`config.mk`:
```
export PLATFORM = sky130hd
export DESIGN_NAME = keypad_scan_digit_entry_top
export DESIGN_NICKNAME = d
export VERILOG_FILES = /design/src/kpd_pkg.sv /design/src/kpd_ctrl.sv /design/src/kpd_datapath.sv /design/src/keypad_scan_digit_entry_top.sv
export SDC_FILE = /design/constraint.sdc
export NUM_CORES = 1
export LEC_CHECK = 0
export BUFFER_PORTS_ARGS = -buffer_cell sky130_fd_sc_hd__buf_2
export CORE_AREA = 3 3 73 110
export CTS_CLUSTER_SIZE = 20
export DETAILED_ROUTE_END_ITERATION = 8
export DIE_AREA = 0 0 76 113
export HOLD_SLACK_MARGIN = 0.12
export PLACE_DENSITY = 0.86
export SLEW_MARGIN = 20
export SYNTH_ARGS = -nofsm -noshare
export SYNTH_HDL_FRONTEND = slang
export SYNTH_HIERARCHICAL = 1
export SYNTH_SLANG_ARGS = --single-unit
```
`constraint.sdc`:
```
create_clock -name clock -period 3.4 [get_ports clock]
set_input_delay 0.68 -clock clock [delete_from_list [all_inputs] [get_ports clock]]
set_output_delay 0.68 -clock clock [all_outputs]
set_load 0.05 [all_outputs]
```
`src/kpd_pkg.sv`:
```
// Shared types and constants for the keypad scanner with hex digit entry.
// Used by kpd_ctrl, kpd_datapath and keypad_scan_digit_entry_top.
`timescale 1ns / 1ps

package kpd_pkg;

   localparam int DISPLAY_DIGITS = 8;
   localparam int POS_W          = 3;
   localparam int VAL_W          = 4;
   localparam int ROW_W          = 2;
   localparam int COL_W          = 4;

   // single-column patterns, bit3 is column 1
   localparam logic [COL_W-1:0] COL_PAT_1 = 4'b1000;
   localparam logic [COL_W-1:0] COL_PAT_2 = 4'b0100;
   localparam logic [COL_W-1:0] COL_PAT_3 = 4'b0010;
   localparam logic [COL_W-1:0] COL_PAT_4 = 4'b0001;

   localparam logic [POS_W-1:0] LAST_POS  = POS_W'(DISPLAY_DIGITS - 1);

   typedef enum logic [1:0] {
      ST_IDLE,
      ST_BLANK,
      ST_DIGIT,
      ST_NOWR
   } ctrl_state_type;

   typedef enum logic [1:0] {
      EMIT_IDLE,
      EMIT_BLANK,
      EMIT_DIGIT
   } emit_kind_type;

   typedef struct packed {
      logic          load;
      logic          emit;
      emit_kind_type kind;
      logic          last;
   } ctrl_cmd_type;

   typedef struct packed {
      logic start_blank;  // incoming request blanks the display
      logic start_key;    // incoming request enters a key
      logic key_hit;      // latched: current request entered a key
      logic out_free;     // response register can take a result
      logic blank_done;   // blank counter at the final digit
      logic digit_last;   // one pending digit write left
   } ctrl_status_type;

   typedef struct packed {
      logic             hit;
      logic [VAL_W-1:0] key;
   } key_dec_type;

   function automatic key_dec_type decode_key(input logic [COL_W-1:0] cols,
                                              input logic [ROW_W-1:0] row);
      key_dec_type      res;
      logic [VAL_W-1:0] col_num;
      res     = '0;
      col_num = '0;
      case (cols)
         COL_PAT_1: begin res.hit = 1'b1; col_num = 4'd1; end
         COL_PAT_2: begin res.hit = 1'b1; col_num = 4'd2; end
         COL_PAT_3: begin res.hit = 1'b1; col_num = 4'd3; end
         COL_PAT_4: begin res.hit = 1'b1; col_num = 4'd4; end
         default:   begin res.hit = 1'b0; col_num = '0;   end
      endcase
      res.key = col_num + {row, 2'b00};
      return res;
   endfunction

endpackage

```
`src/kpd_ctrl.sv`:
```
// Controller FSM: sequences blank writes, digit writes and idle responses.
// Depends on kpd_pkg; drives kpd_datapath through ctrl_cmd_type.
`timescale 1ns / 1ps

module kpd_ctrl
   import kpd_pkg::*;
(
   input  logic            clock,
   input  logic            reset,
   input  logic            req_valid,
   output logic            req_ready,
   input  ctrl_status_type status,
   output ctrl_cmd_type    cmd
);

   ctrl_state_type state_ff, state_in;

   always_ff @(posedge clock) begin
      if (reset) begin
         state_ff <= ST_IDLE;
      end else begin
         state_ff <= state_in;
      end
   end

   always_comb begin
      state_in  = state_ff;
      cmd       = '0;
      cmd.kind  = EMIT_IDLE;
      req_ready = 1'b0;
      case (state_ff)
         ST_IDLE: begin
            req_ready = 1'b1;
            if (req_valid) begin
               cmd.load = 1'b1;
               if (status.start_blank) begin
                  state_in = ST_BLANK;
               end else if (status.start_key) begin
                  state_in = ST_DIGIT;
               end else begin
                  state_in = ST_NOWR;
               end
            end
         end
         ST_BLANK: begin
            if (status.out_free) begin
               cmd.emit = 1'b1;
               cmd.kind = EMIT_BLANK;
               cmd.last = status.blank_done & ~status.key_hit;
               if (status.blank_done) begin
                  state_in = status.key_hit ? ST_DIGIT : ST_IDLE;
               end
            end
         end
         ST_DIGIT: begin
            if (status.out_free) begin
               cmd.emit = 1'b1;
               cmd.kind = EMIT_DIGIT;
               cmd.last = status.digit_last;
               if (status.digit_last) begin
                  state_in = ST_IDLE;
               end
            end
         end
         ST_NOWR: begin
            if (status.out_free) begin
               cmd.emit = 1'b1;
               cmd.kind = EMIT_IDLE;
               cmd.last = 1'b1;
               state_in = ST_IDLE;
            end
         end
         default: begin
            state_in = ST_IDLE;
         end
      endcase
   end

endmodule

```
`src/kpd_datapath.sv`:
```
// Datapath: scan/lock state, entry store, write ordering and response register.
// Depends on kpd_pkg; commanded by kpd_ctrl.
`timescale 1ns / 1ps

module kpd_datapath
   import kpd_pkg::*;
#(
   parameter int DIGITS = 8
)
(
   input  logic                clock,
   input  logic                reset,
   input  logic                mode_switch,
   input  logic [COL_W-1:0]    column_bits,
   input  ctrl_cmd_type        cmd,
   output ctrl_status_type     status,
   input  logic                rsp_ready,
   output logic                rsp_valid,
   output logic                rsp_is_write,
   output logic [POS_W-1:0]    rsp_digit_pos,
   output logic [VAL_W-1:0]    rsp_digit_value,
   output logic                rsp_blank,
   output logic [ROW_W-1:0]    rsp_drive_row,
   output logic                rsp_last
);

   localparam int IDX_W = $clog2(DIGITS);
   localparam logic [IDX_W-1:0] TOP_IDX = IDX_W'(DIGITS - 1);

   // scan and lock state
   logic [ROW_W-1:0]  scan_row_ff, scan_row_in;
   logic [ROW_W-1:0]  held_row_ff, held_row_in;
   logic              locked_ff, locked_in;
   logic              mode_ff, mode_in;
   logic [ROW_W-1:0]  drive_ff, drive_in;

   // entry store
   logic [DIGITS-1:0] valid_ff, valid_in;
   logic [VAL_W-1:0]  value_ff [DIGITS];
   logic [VAL_W-1:0]  value_in [DIGITS];

   // write sequencing
   logic [DIGITS-1:0] pending_ff, pending_in;
   logic [POS_W-1:0]  blank_cnt_ff;
   logic              key_hit_ff;

   // response register
   logic              rsp_valid_ff;
   logic              rsp_is_write_ff;
   logic [POS_W-1:0]  rsp_pos_ff;
   logic [VAL_W-1:0]  rsp_value_ff;
   logic              rsp_blank_ff;
   logic [ROW_W-1:0]  rsp_drive_ff;
   logic              rsp_last_ff;

   key_dec_type       dec;
   logic              start_blank;
   logic              start_key;
   logic [DIGITS-1:0] valid_clr;

   logic [IDX_W-1:0]  sel_k;
   logic [IDX_W-1:0]  sel_e;
   logic [DIGITS-1:0] pending_rest;
   logic              out_free;

   // ---- request evaluation ----
   always_comb begin
      dec         = decode_key(column_bits, scan_row_ff);
      start_blank = ~locked_ff & mode_switch;
      start_key   = ~locked_ff & dec.hit;
      mode_in     = mode_ff ^ start_blank;
      valid_clr   = valid_ff & ~{DIGITS{start_blank}};

      valid_in = valid_clr;
      for (int i = 0; i < DIGITS; i++) begin
         value_in[i] = value_ff[i];
      end
      if (start_key) begin
         if (mode_in) begin
            for (int i = 0; i < DIGITS - 1; i++) begin
               valid_in[i] = valid_clr[i+1];
               value_in[i] = value_ff[i+1];
            end
            valid_in[DIGITS-1] = 1'b1;
            value_in[DIGITS-1] = dec.key;
         end else begin
            for (int i = 1; i < DIGITS; i++) begin
               valid_in[i] = valid_clr[i-1];
               value_in[i] = value_ff[i-1];
            end
            valid_in[0] = 1'b1;
            value_in[0] = dec.key;
         end
      end

      // pending mask in write order
      for (int k = 0; k < DIGITS; k++) begin
         pending_in[k] = start_key &
                         (mode_in ? valid_in[k] : valid_in[DIGITS-1-k]);
      end

      scan_row_in = scan_row_ff;
      held_row_in = held_row_ff;
      locked_in   = locked_ff;
      if (!locked_ff) begin
         scan_row_in = scan_row_ff + 1'b1;
         if (start_key) begin
            held_row_in = scan_row_ff;
            locked_in   = 1'b1;
         end
      end else if (!mode_switch && column_bits == '0) begin
         locked_in = 1'b0;
      end
      drive_in = locked_in ? held_row_in : scan_row_in;
   end

   // ---- next digit write: lowest pending slot ----
   always_comb begin
      sel_k = '0;
      for (int k = DIGITS - 1; k >= 0; k--) begin
         if (pending_ff[k]) begin
            sel_k = IDX_W'(k);
         end
      end
      sel_e        = mode_ff ? sel_k : TOP_IDX - sel_k;
      pending_rest = pending_ff;
      pending_rest[sel_k] = 1'b0;
   end

   assign out_free = ~rsp_valid_ff | rsp_ready;

   always_comb begin
      status             = '0;
      status.start_blank = start_blank;
      status.start_key   = start_key;
      status.key_hit     = key_hit_ff;
      status.out_free    = out_free;
      status.blank_done  = (blank_cnt_ff == LAST_POS);
      status.digit_last  = (pending_rest == '0);
   end

   // ---- control state ----
   always_ff @(posedge clock) begin
      if (reset) begin
         scan_row_ff  <= '0;
         held_row_ff  <= '0;
         locked_ff    <= 1'b0;
         mode_ff      <= 1'b0;
         drive_ff     <= '0;
         valid_ff     <= '0;
         pending_ff   <= '0;
         blank_cnt_ff <= '0;
         key_hit_ff   <= 1'b0;
         rsp_valid_ff <= 1'b0;
      end else begin
         if (cmd.load) begin
            scan_row_ff  <= scan_row_in;
            held_row_ff  <= held_row_in;
            locked_ff    <= locked_in;
            mode_ff      <= mode_in;
            drive_ff     <= drive_in;
            valid_ff     <= valid_in;
            pending_ff   <= pending_in;
            blank_cnt_ff <= '0;
            key_hit_ff   <= start_key;
         end else if (cmd.emit) begin
            if (cmd.kind == EMIT_BLANK) begin
               blank_cnt_ff <= blank_cnt_ff + 1'b1;
            end
            if (cmd.kind == EMIT_DIGIT) begin
               pending_ff <= pending_rest;
            end
         end
         if (cmd.emit) begin
            rsp_valid_ff <= 1'b1;
         end else if (rsp_ready) begin
            rsp_valid_ff <= 1'b0;
         end
      end
   end

   // ---- payload ----
   always_ff @(posedge clock) begin
      if (cmd.load) begin
         for (int i = 0; i < DIGITS; i++) begin
            value_ff[i] <= value_in[i];
         end
      end
      if (cmd.emit) begin
         rsp_drive_ff <= drive_ff;
         rsp_last_ff  <= cmd.last;
         case (cmd.kind)
            EMIT_BLANK: begin
               rsp_is_write_ff <= 1'b1;
               rsp_pos_ff      <= blank_cnt_ff;
               rsp_value_ff    <= '0;
               rsp_blank_ff    <= 1'b1;
            end
            EMIT_DIGIT: begin
               rsp_is_write_ff <= 1'b1;
               rsp_pos_ff      <= LAST_POS - POS_W'(sel_e);
               rsp_value_ff    <= value_ff[sel_e];
               rsp_blank_ff    <= 1'b0;
            end
            default: begin
               rsp_is_write_ff <= 1'b0;
               rsp_pos_ff      <= '0;
               rsp_value_ff    <= '0;
               rsp_blank_ff    <= 1'b0;
            end
         endcase
      end
   end

   assign rsp_valid       = rsp_valid_ff;
   assign rsp_is_write    = rsp_is_write_ff;
   assign rsp_digit_pos   = rsp_pos_ff;
   assign rsp_digit_value = rsp_value_ff;
   assign rsp_blank       = rsp_blank_ff;
   assign rsp_drive_row   = rsp_drive_ff;
   assign rsp_last        = rsp_last_ff;

endmodule

```
`src/keypad_scan_digit_entry_top.sv`:
```
// Top level of the keypad scanner with hex digit entry display.
// Depends on kpd_pkg, kpd_ctrl and kpd_datapath.
//
// Usage:
//   One request per keypad poll tick on req_*: the mode switch and the four
//   column bits read under the row given by the previous response.
//   Responses on rsp_*: display digit writes (tuser = 1) or a single idle
//   response (tuser = 0); tlast marks the final response of a request.
//   Every response of a request carries the row to drive before next tick.
// Timing:
//   A request is taken while the controller is idle; its first response is
//   registered after the controller leaves idle, and then one per cycle while
//   rsp_tready is high. A request has 1 to 9 responses, and the block takes
//   no new request until the FSM walking the writes has registered the last.
// Stall:
//   The response register holds while rsp_tready is low and the sequence
//   pauses; req_tready stays low until the final response is registered.
// Reset:
//   Synchronous, active high: unlocked, row 0, insert at entry 0, store empty,
//   no response pending.
`timescale 1ns / 1ps

module keypad_scan_digit_entry_top
   import kpd_pkg::*;
#(
   parameter int DIGITS = 8
)
(
   input  logic        clock,
   input  logic        reset,
   // request: [0] mode_switch, [4:1] column_bits, [7:5] zero
   input  logic        req_tvalid,
   output logic        req_tready,
   input  logic [7:0]  req_tdata,
   // response: [2:0] digit_pos, [6:3] digit_value, [7] blank,
   //           [9:8] drive_row, [15:10] zero
   output logic        rsp_tvalid,
   input  logic        rsp_tready,
   output logic [15:0] rsp_tdata,
   // response tuser: [0] is_write
   output logic        rsp_tuser,
   output logic        rsp_tlast
);

   ctrl_cmd_type     cmd;
   ctrl_status_type  status;

   logic [POS_W-1:0] digit_pos;
   logic [VAL_W-1:0] digit_value;
   logic             blank;
   logic [ROW_W-1:0] drive_row;

   kpd_ctrl u_ctrl (
      .clock     (clock),
      .reset     (reset),
      .req_valid (req_tvalid),
      .req_ready (req_tready),
      .status    (status),
      .cmd       (cmd)
   );

   kpd_datapath #(
      .DIGITS (DIGITS)
   ) u_datapath (
      .clock           (clock),
      .reset           (reset),
      .mode_switch     (req_tdata[0]),
      .column_bits     (req_tdata[4:1]),
      .cmd             (cmd),
      .status          (status),
      .rsp_ready       (rsp_tready),
      .rsp_valid       (rsp_tvalid),
      .rsp_is_write    (rsp_tuser),
      .rsp_digit_pos   (digit_pos),
      .rsp_digit_value (digit_value),
      .rsp_blank       (blank),
      .rsp_drive_row   (drive_row),
      .rsp_last        (rsp_tlast)
   );

   assign rsp_tdata = {6'b0, drive_row, blank, digit_value, digit_pos};

endmodule

```
* Word level (Yosys, flattened, before mapping)
Memories as Yosys holds them, arrays and structs flattened. A register that Yosys moved wholly into a read port is not among the register bits.
Cells that the tools add are included.
** Storage, ports and cells
- Logic and storage cells :: 135
- Memories :: 1
- Bits in registers :: 39
- RAM bits :: 32
- Bits of input ports :: 12
** Memory list
- u_datapath.value_ff :: words 8, width 4, read ports 9, clocked after memory_dff 1, write ports 8, RTL line kpd_datapath.sv:39 : logic [VAL_W-1:0] value_ff [DIGITS];
** Operators by class
- $lt $le $gt $ge :: 2
- Equal/unequal tests :: 16
- Reductions and logical operators :: 16
- Mux-type cells :: 59
- $add $sub $neg :: 5
- Bitwise operators :: 20
** Operators with widths (count)
- $mux W32 :: 2
- $mux W8 :: 5
- $mux W3 :: 9
- $mux W2 :: 12
- $mux W1 :: 23
- $and A8 B8 Y8 :: 2
- $not A8 Y8 :: 2
- $mux W4 :: 3
- $pmux W3 S4 :: 1
- $pmux W4 S3 :: 1
- $and A1 B1 Y1 :: 11
- $ne A2 B1 Y1 const B :: 5
- $logic_not A8 Y1 :: 1
- $pmux W2 S4 :: 1
- $eq A2 B2 Y1 const B :: 3
- $pmux W3 S2 :: 1
- $reduce_and A6 Y1 :: 1
- $reduce_bool A2 Y1 :: 3
- $sub A3 B3 Y3 const A :: 2
- $add A3 B4 Y4 :: 1
- $eq A2 B1 Y1 const B :: 2
- $eq A4 B1 Y1 const B :: 1
- $eq A4 B2 Y1 const B :: 1
- $eq A4 B3 Y1 const B :: 1
- other kinds (18) :: 24

* Longest topological paths before layout
- Depth in word-level cells :: 21
- Gate-level depth with buffers :: 11
- Gate-level depth less buffers :: 10

* Hierarchy
The synthesis kept the hierarchy.
** By module, submodules not included
- kpd_datapath :: sequential area each 1901.8 um^2, area an instance 3973.8 um^2, cells an instance 438, instances 1
- kpd_ctrl :: sequential area each 40.0 um^2, area an instance 215.2 um^2, cells an instance 26, instances 1
- keypad_scan_digit_entry_top :: sequential area each 0.0 um^2, area an instance 56.3 um^2, cells an instance 8, instances 1

* Worst setup path before layout
OpenSTA, ideal clock, no wires.
- Kind :: input port to flip-flop
- Start point :: input req_tdata[4]
- End point :: memory u_datapath.value_ff[0][0] (enable)
- Library setup time :: 0.372 ns
- Data arrival time :: 2.305 ns
- Path slack :: 0.723 ns
- Stages on the path :: 7
- Cell sequence :: buf_2 -> xnor2_1 -> or3_1 -> a31oi_2 -> buf_4 -> nand2_2 -> inv_2
** RTL lines
- start: declaration :: RTL line keypad_scan_digit_entry_top.sv:34 : input logic [7:0] req_tdata,
- end: declaration :: RTL line kpd_datapath.sv:39

==> results.md <==
- Run status: complete, no violations
- Core footprint: 7180 sq um
- Hold_sp: u_datapath/drive_ff[0]$_SDFFE_PP0P_
- Number of synthesized flops with an enable pin: 44
- Worst hold endpoint: u_datapath/rsp_drive_row[0]$_DFFE_PP_
- Final instance area: ~4600 sq um
- CTS H-tree lvls: 3
- Final Power: around 0.0026 W
- Path type of the worst min-delay path: reg -> reg
- Unique masters post-synth: 65
- Total die area: 8590 sq um
- Drt pass-1 iters: 5
- Critical path type: reg -> reg
- VDD IR max: 0.276 mV
- Critical path buffer and inverter count: 1
- Initial antenna violation count: 0
- Final cell utilization of the core: a little under two thirds
- WL final: about 9 mm
- Largest net degree at the start of global routing: 35
- Row count: 38
- First-pass GRT wire length: 15.1 mm
- CP endpoint kind: flip-flop
- Drt initial violations: 285
- WL/cell: 15.5 um
- Slowest cell delay on critical path: 0.53 ns
- Layout cells sized above 1: 14.6%
- R2R cell count: 10
- Delay-heaviest family, CP: compound AO/OA/AOI/OAI gates
- CTS buffer count: 9
- Post-CTS setup buffers: 0
- Later-pin clock latency in the skew report: 0.36 ns
- Critical path fanouts, max: 27
- Reg2reg end: u_ctrl/state_ff[0]$_SDFFE_PP0P_
- Flops & latches, synth: 75
- Asr flop ratio synth: 0%
- Buffers on Ports: 22
- DPL Wire Length: 6.27 mm
- Hold buffers post-CTS: 0
- Instance count on the critical path: 10
- Critical Path Slowest Stage Cell: dfxtp_1
- Placed Instances: 564
- Synth top area share: around 31%
- Non-filler cells, final: 580
- Max_slew headroom: 48.2%
- Max Cap Viol: 0
- RSZ-0062 raised after global routing: no
- Setup_tns: 0 ns
- Die X: 76 um
- Syn Inst Count: 472
- Via count: about 3,400
- Clock skew: between 0.009 and 0.01 ns
- DIE HEIGHT: between 100 and 150 um
- GPL Wtd Cong: between 0.8 and 0.9
- Vias in the first global route: ~3,300
- Mean post-synth cell area: 8.99 sq um
- Final Hold Viols: 0
- # IOs: 32
- Number of inserted diodes: 0
- Ys Warns: 6
- Primary FF master, synth: edfxtp_1
- Remaining Overflow, GRT: 0
- Placed cell area: 4360 sq um
- Critical Path RT: between 3 and 4 ns
- Clock period minus worst slack: between 2 and 3 ns
- Period utilisation layout: 75.3%
- Slew Limit Fails: 0
- Gr usage total: about 22%
- Crit path cell chain: nor3_1 -> o21ai_1 -> o311ai_4 -> buf_4 -> a21boi_1 -> o22ai_1 -> and3_1 -> o211a_1 -> nor3_2 -> mux2_1
- Most frequent cell after synthesis: nand2_1
- Synth top cells by count: nand2_1, edfxtp_1, dfxtp_1, nand3_1, clkbuf_1
- PD cells: roughly 570 nW/um^2
- Setup violators final: 0
- Clock root buffer master: clkbuf_8
- Initial core utilization: between 50% and 60%
- CTS max path bufs: 2
- CTS tree: built
- Worst-path clk slew: 0.08 ns
- CTS resizes: 0
- Clk sink count: 75
- Post-route ant nets: 0
- Area delta synth->final: 7.25%
- Lkg Pwr: ~1.9 nW
- Area leader, netlist: edfxtp_1
- Seq/Total Area, Yosys: approximately 46%
- Start of the worst register-to-register path: u_datapath/pending_ff[2]$_SDFFE_PP0P_
- Number of remaining DRC errors: 0
- WHS Path Cells: 0
- Worst R2R Setup Slack: 0.84 ns
- Vias/cell: 5.93
- Top area cells in the synthesized netlist: edfxtp_1, dfxtp_1, nand2_1
- Synth Cell Area: roughly 4200 sq um
- F_max: 0.391 GHz
- Worst-Margin Slew: 0.776 ns
- Crit start category: flip-flop
- Crit path arrival time: 2.81 ns
- Final #Nets: about 500
[layer usage]
metal  vias up  routed length, um  GRT usage (%)
met5         -                  0              0
met4         0                280           11.7
met3        22                378           5.49
met2       101               4690           38.9
met1      1650               3650           24.3
li1       1669                  -              -
[power by group]
| group | total (W) | switching, W | internal, W |
|---|---|---|---|
| registers | 0.00116 | 0.0000748 | 0.00109 |
| logic | 0.000751 | 0.000520 | 0.000231 |
| clock network | 0.000679 | 0.000324 | 0.000355 |
[sequential cells by signal (all words and copies together) (netlist names), 3 cells and up]
register                    flops
u_datapath/blank_cnt_ff         3
u_datapath/pending_ff           8
u_datapath/rsp_digit_pos        3
u_datapath/rsp_digit_value      4
u_datapath/valid_ff             8
u_datapath/value_ff            32
[cells in the final DEF, fill, tap and decap left out, types with 6 or more instances in the layout]
master / Yosys / final
nand2_1: 117 / 117
edfxtp_1: 44 / 44
dfxtp_1: 31 / 31
nand3_1: 26 / 26
nor2_1: 24 / 24
buf_2: 3 / 22
o21ai_0: 14 / 14
a21oi_1: 12 / 12
nor3_1: 11 / 11
nand4_1: 11 / 11
clkbuf_8: 0 / 10
a21o_1: 10 / 10
inv_1: 9 / 9
a31oi_1: 9 / 9
buf_4: 14 / 8
a22oi_1: 8 / 8
xnor2_1: 9 / 7
conb_1: 1 / 6
o21ai_1: 6 / 6
[area by class of cell]
class / instances / area, sq um
tap: 100 / 125
clock inverter: 5 / 53.8
multi-input combinational: 346 / 2060
inverter: 12 / 45.0
sequential: 75 / 1940
fill: 586 / 2630
timing repair buffer: 31 / 190
clock buffer: 11 / 141
[metrics by stage]
stage               hold slack (ns)  worst slack [ns]
global placement              0.417             0.790
finish                        0.453             0.841
detailed placement            0.429             0.712
floorplan                     0.409             0.723
CTS                           0.449             0.821
global route                  0.452             0.600
[logic make-up after synthesis]
family / Yosys count / synth area share, %
xor gates and xnor gates: 13 / 2.86
adders and majority gates: 5 / 1.47
buffers and inverters: 56 / 6.63
muxes: 13 / 4.42
AOI/OAI and AO/OA: 92 / 15.5
DFF: 75 / 45.7
other: 1 / 0.0883
and+or+nand+nor: 217 / 23.3
[worst max path at each step]
stage / slack (ns) / from / endpoint
3_5_place_dp: 0.71 / req_tdata[4] / u_datapath/valid_ff[6]$_SDFFE_PP0P_
2_1_floorplan: 0.72 / req_tdata[4] / u_datapath/value_ff[0][0]$_DFFE_PP_
6_report: 0.84 / u_datapath/pending_ff[2]$_SDFFE_PP0P_ / u_ctrl/state_ff[0]$_SDFFE_PP0P_
4_1_cts: 0.82 / u_datapath/pending_ff[2]$_SDFFE_PP0P_ / u_datapath/rsp_digit_value[2]$_SDFFCE_PN0P_
5_1_grt: 0.60 / u_datapath/pending_ff[2]$_SDFFE_PP0P_ / u_datapath/rsp_digit_value[2]$_SDFFCE_PN0P_
3_3_place_gp: 0.79 / req_tdata[4] / u_datapath/valid_ff[1]$_SDFFE_PP0P_
Note: power is estimated with default switching activity, not from simulation.
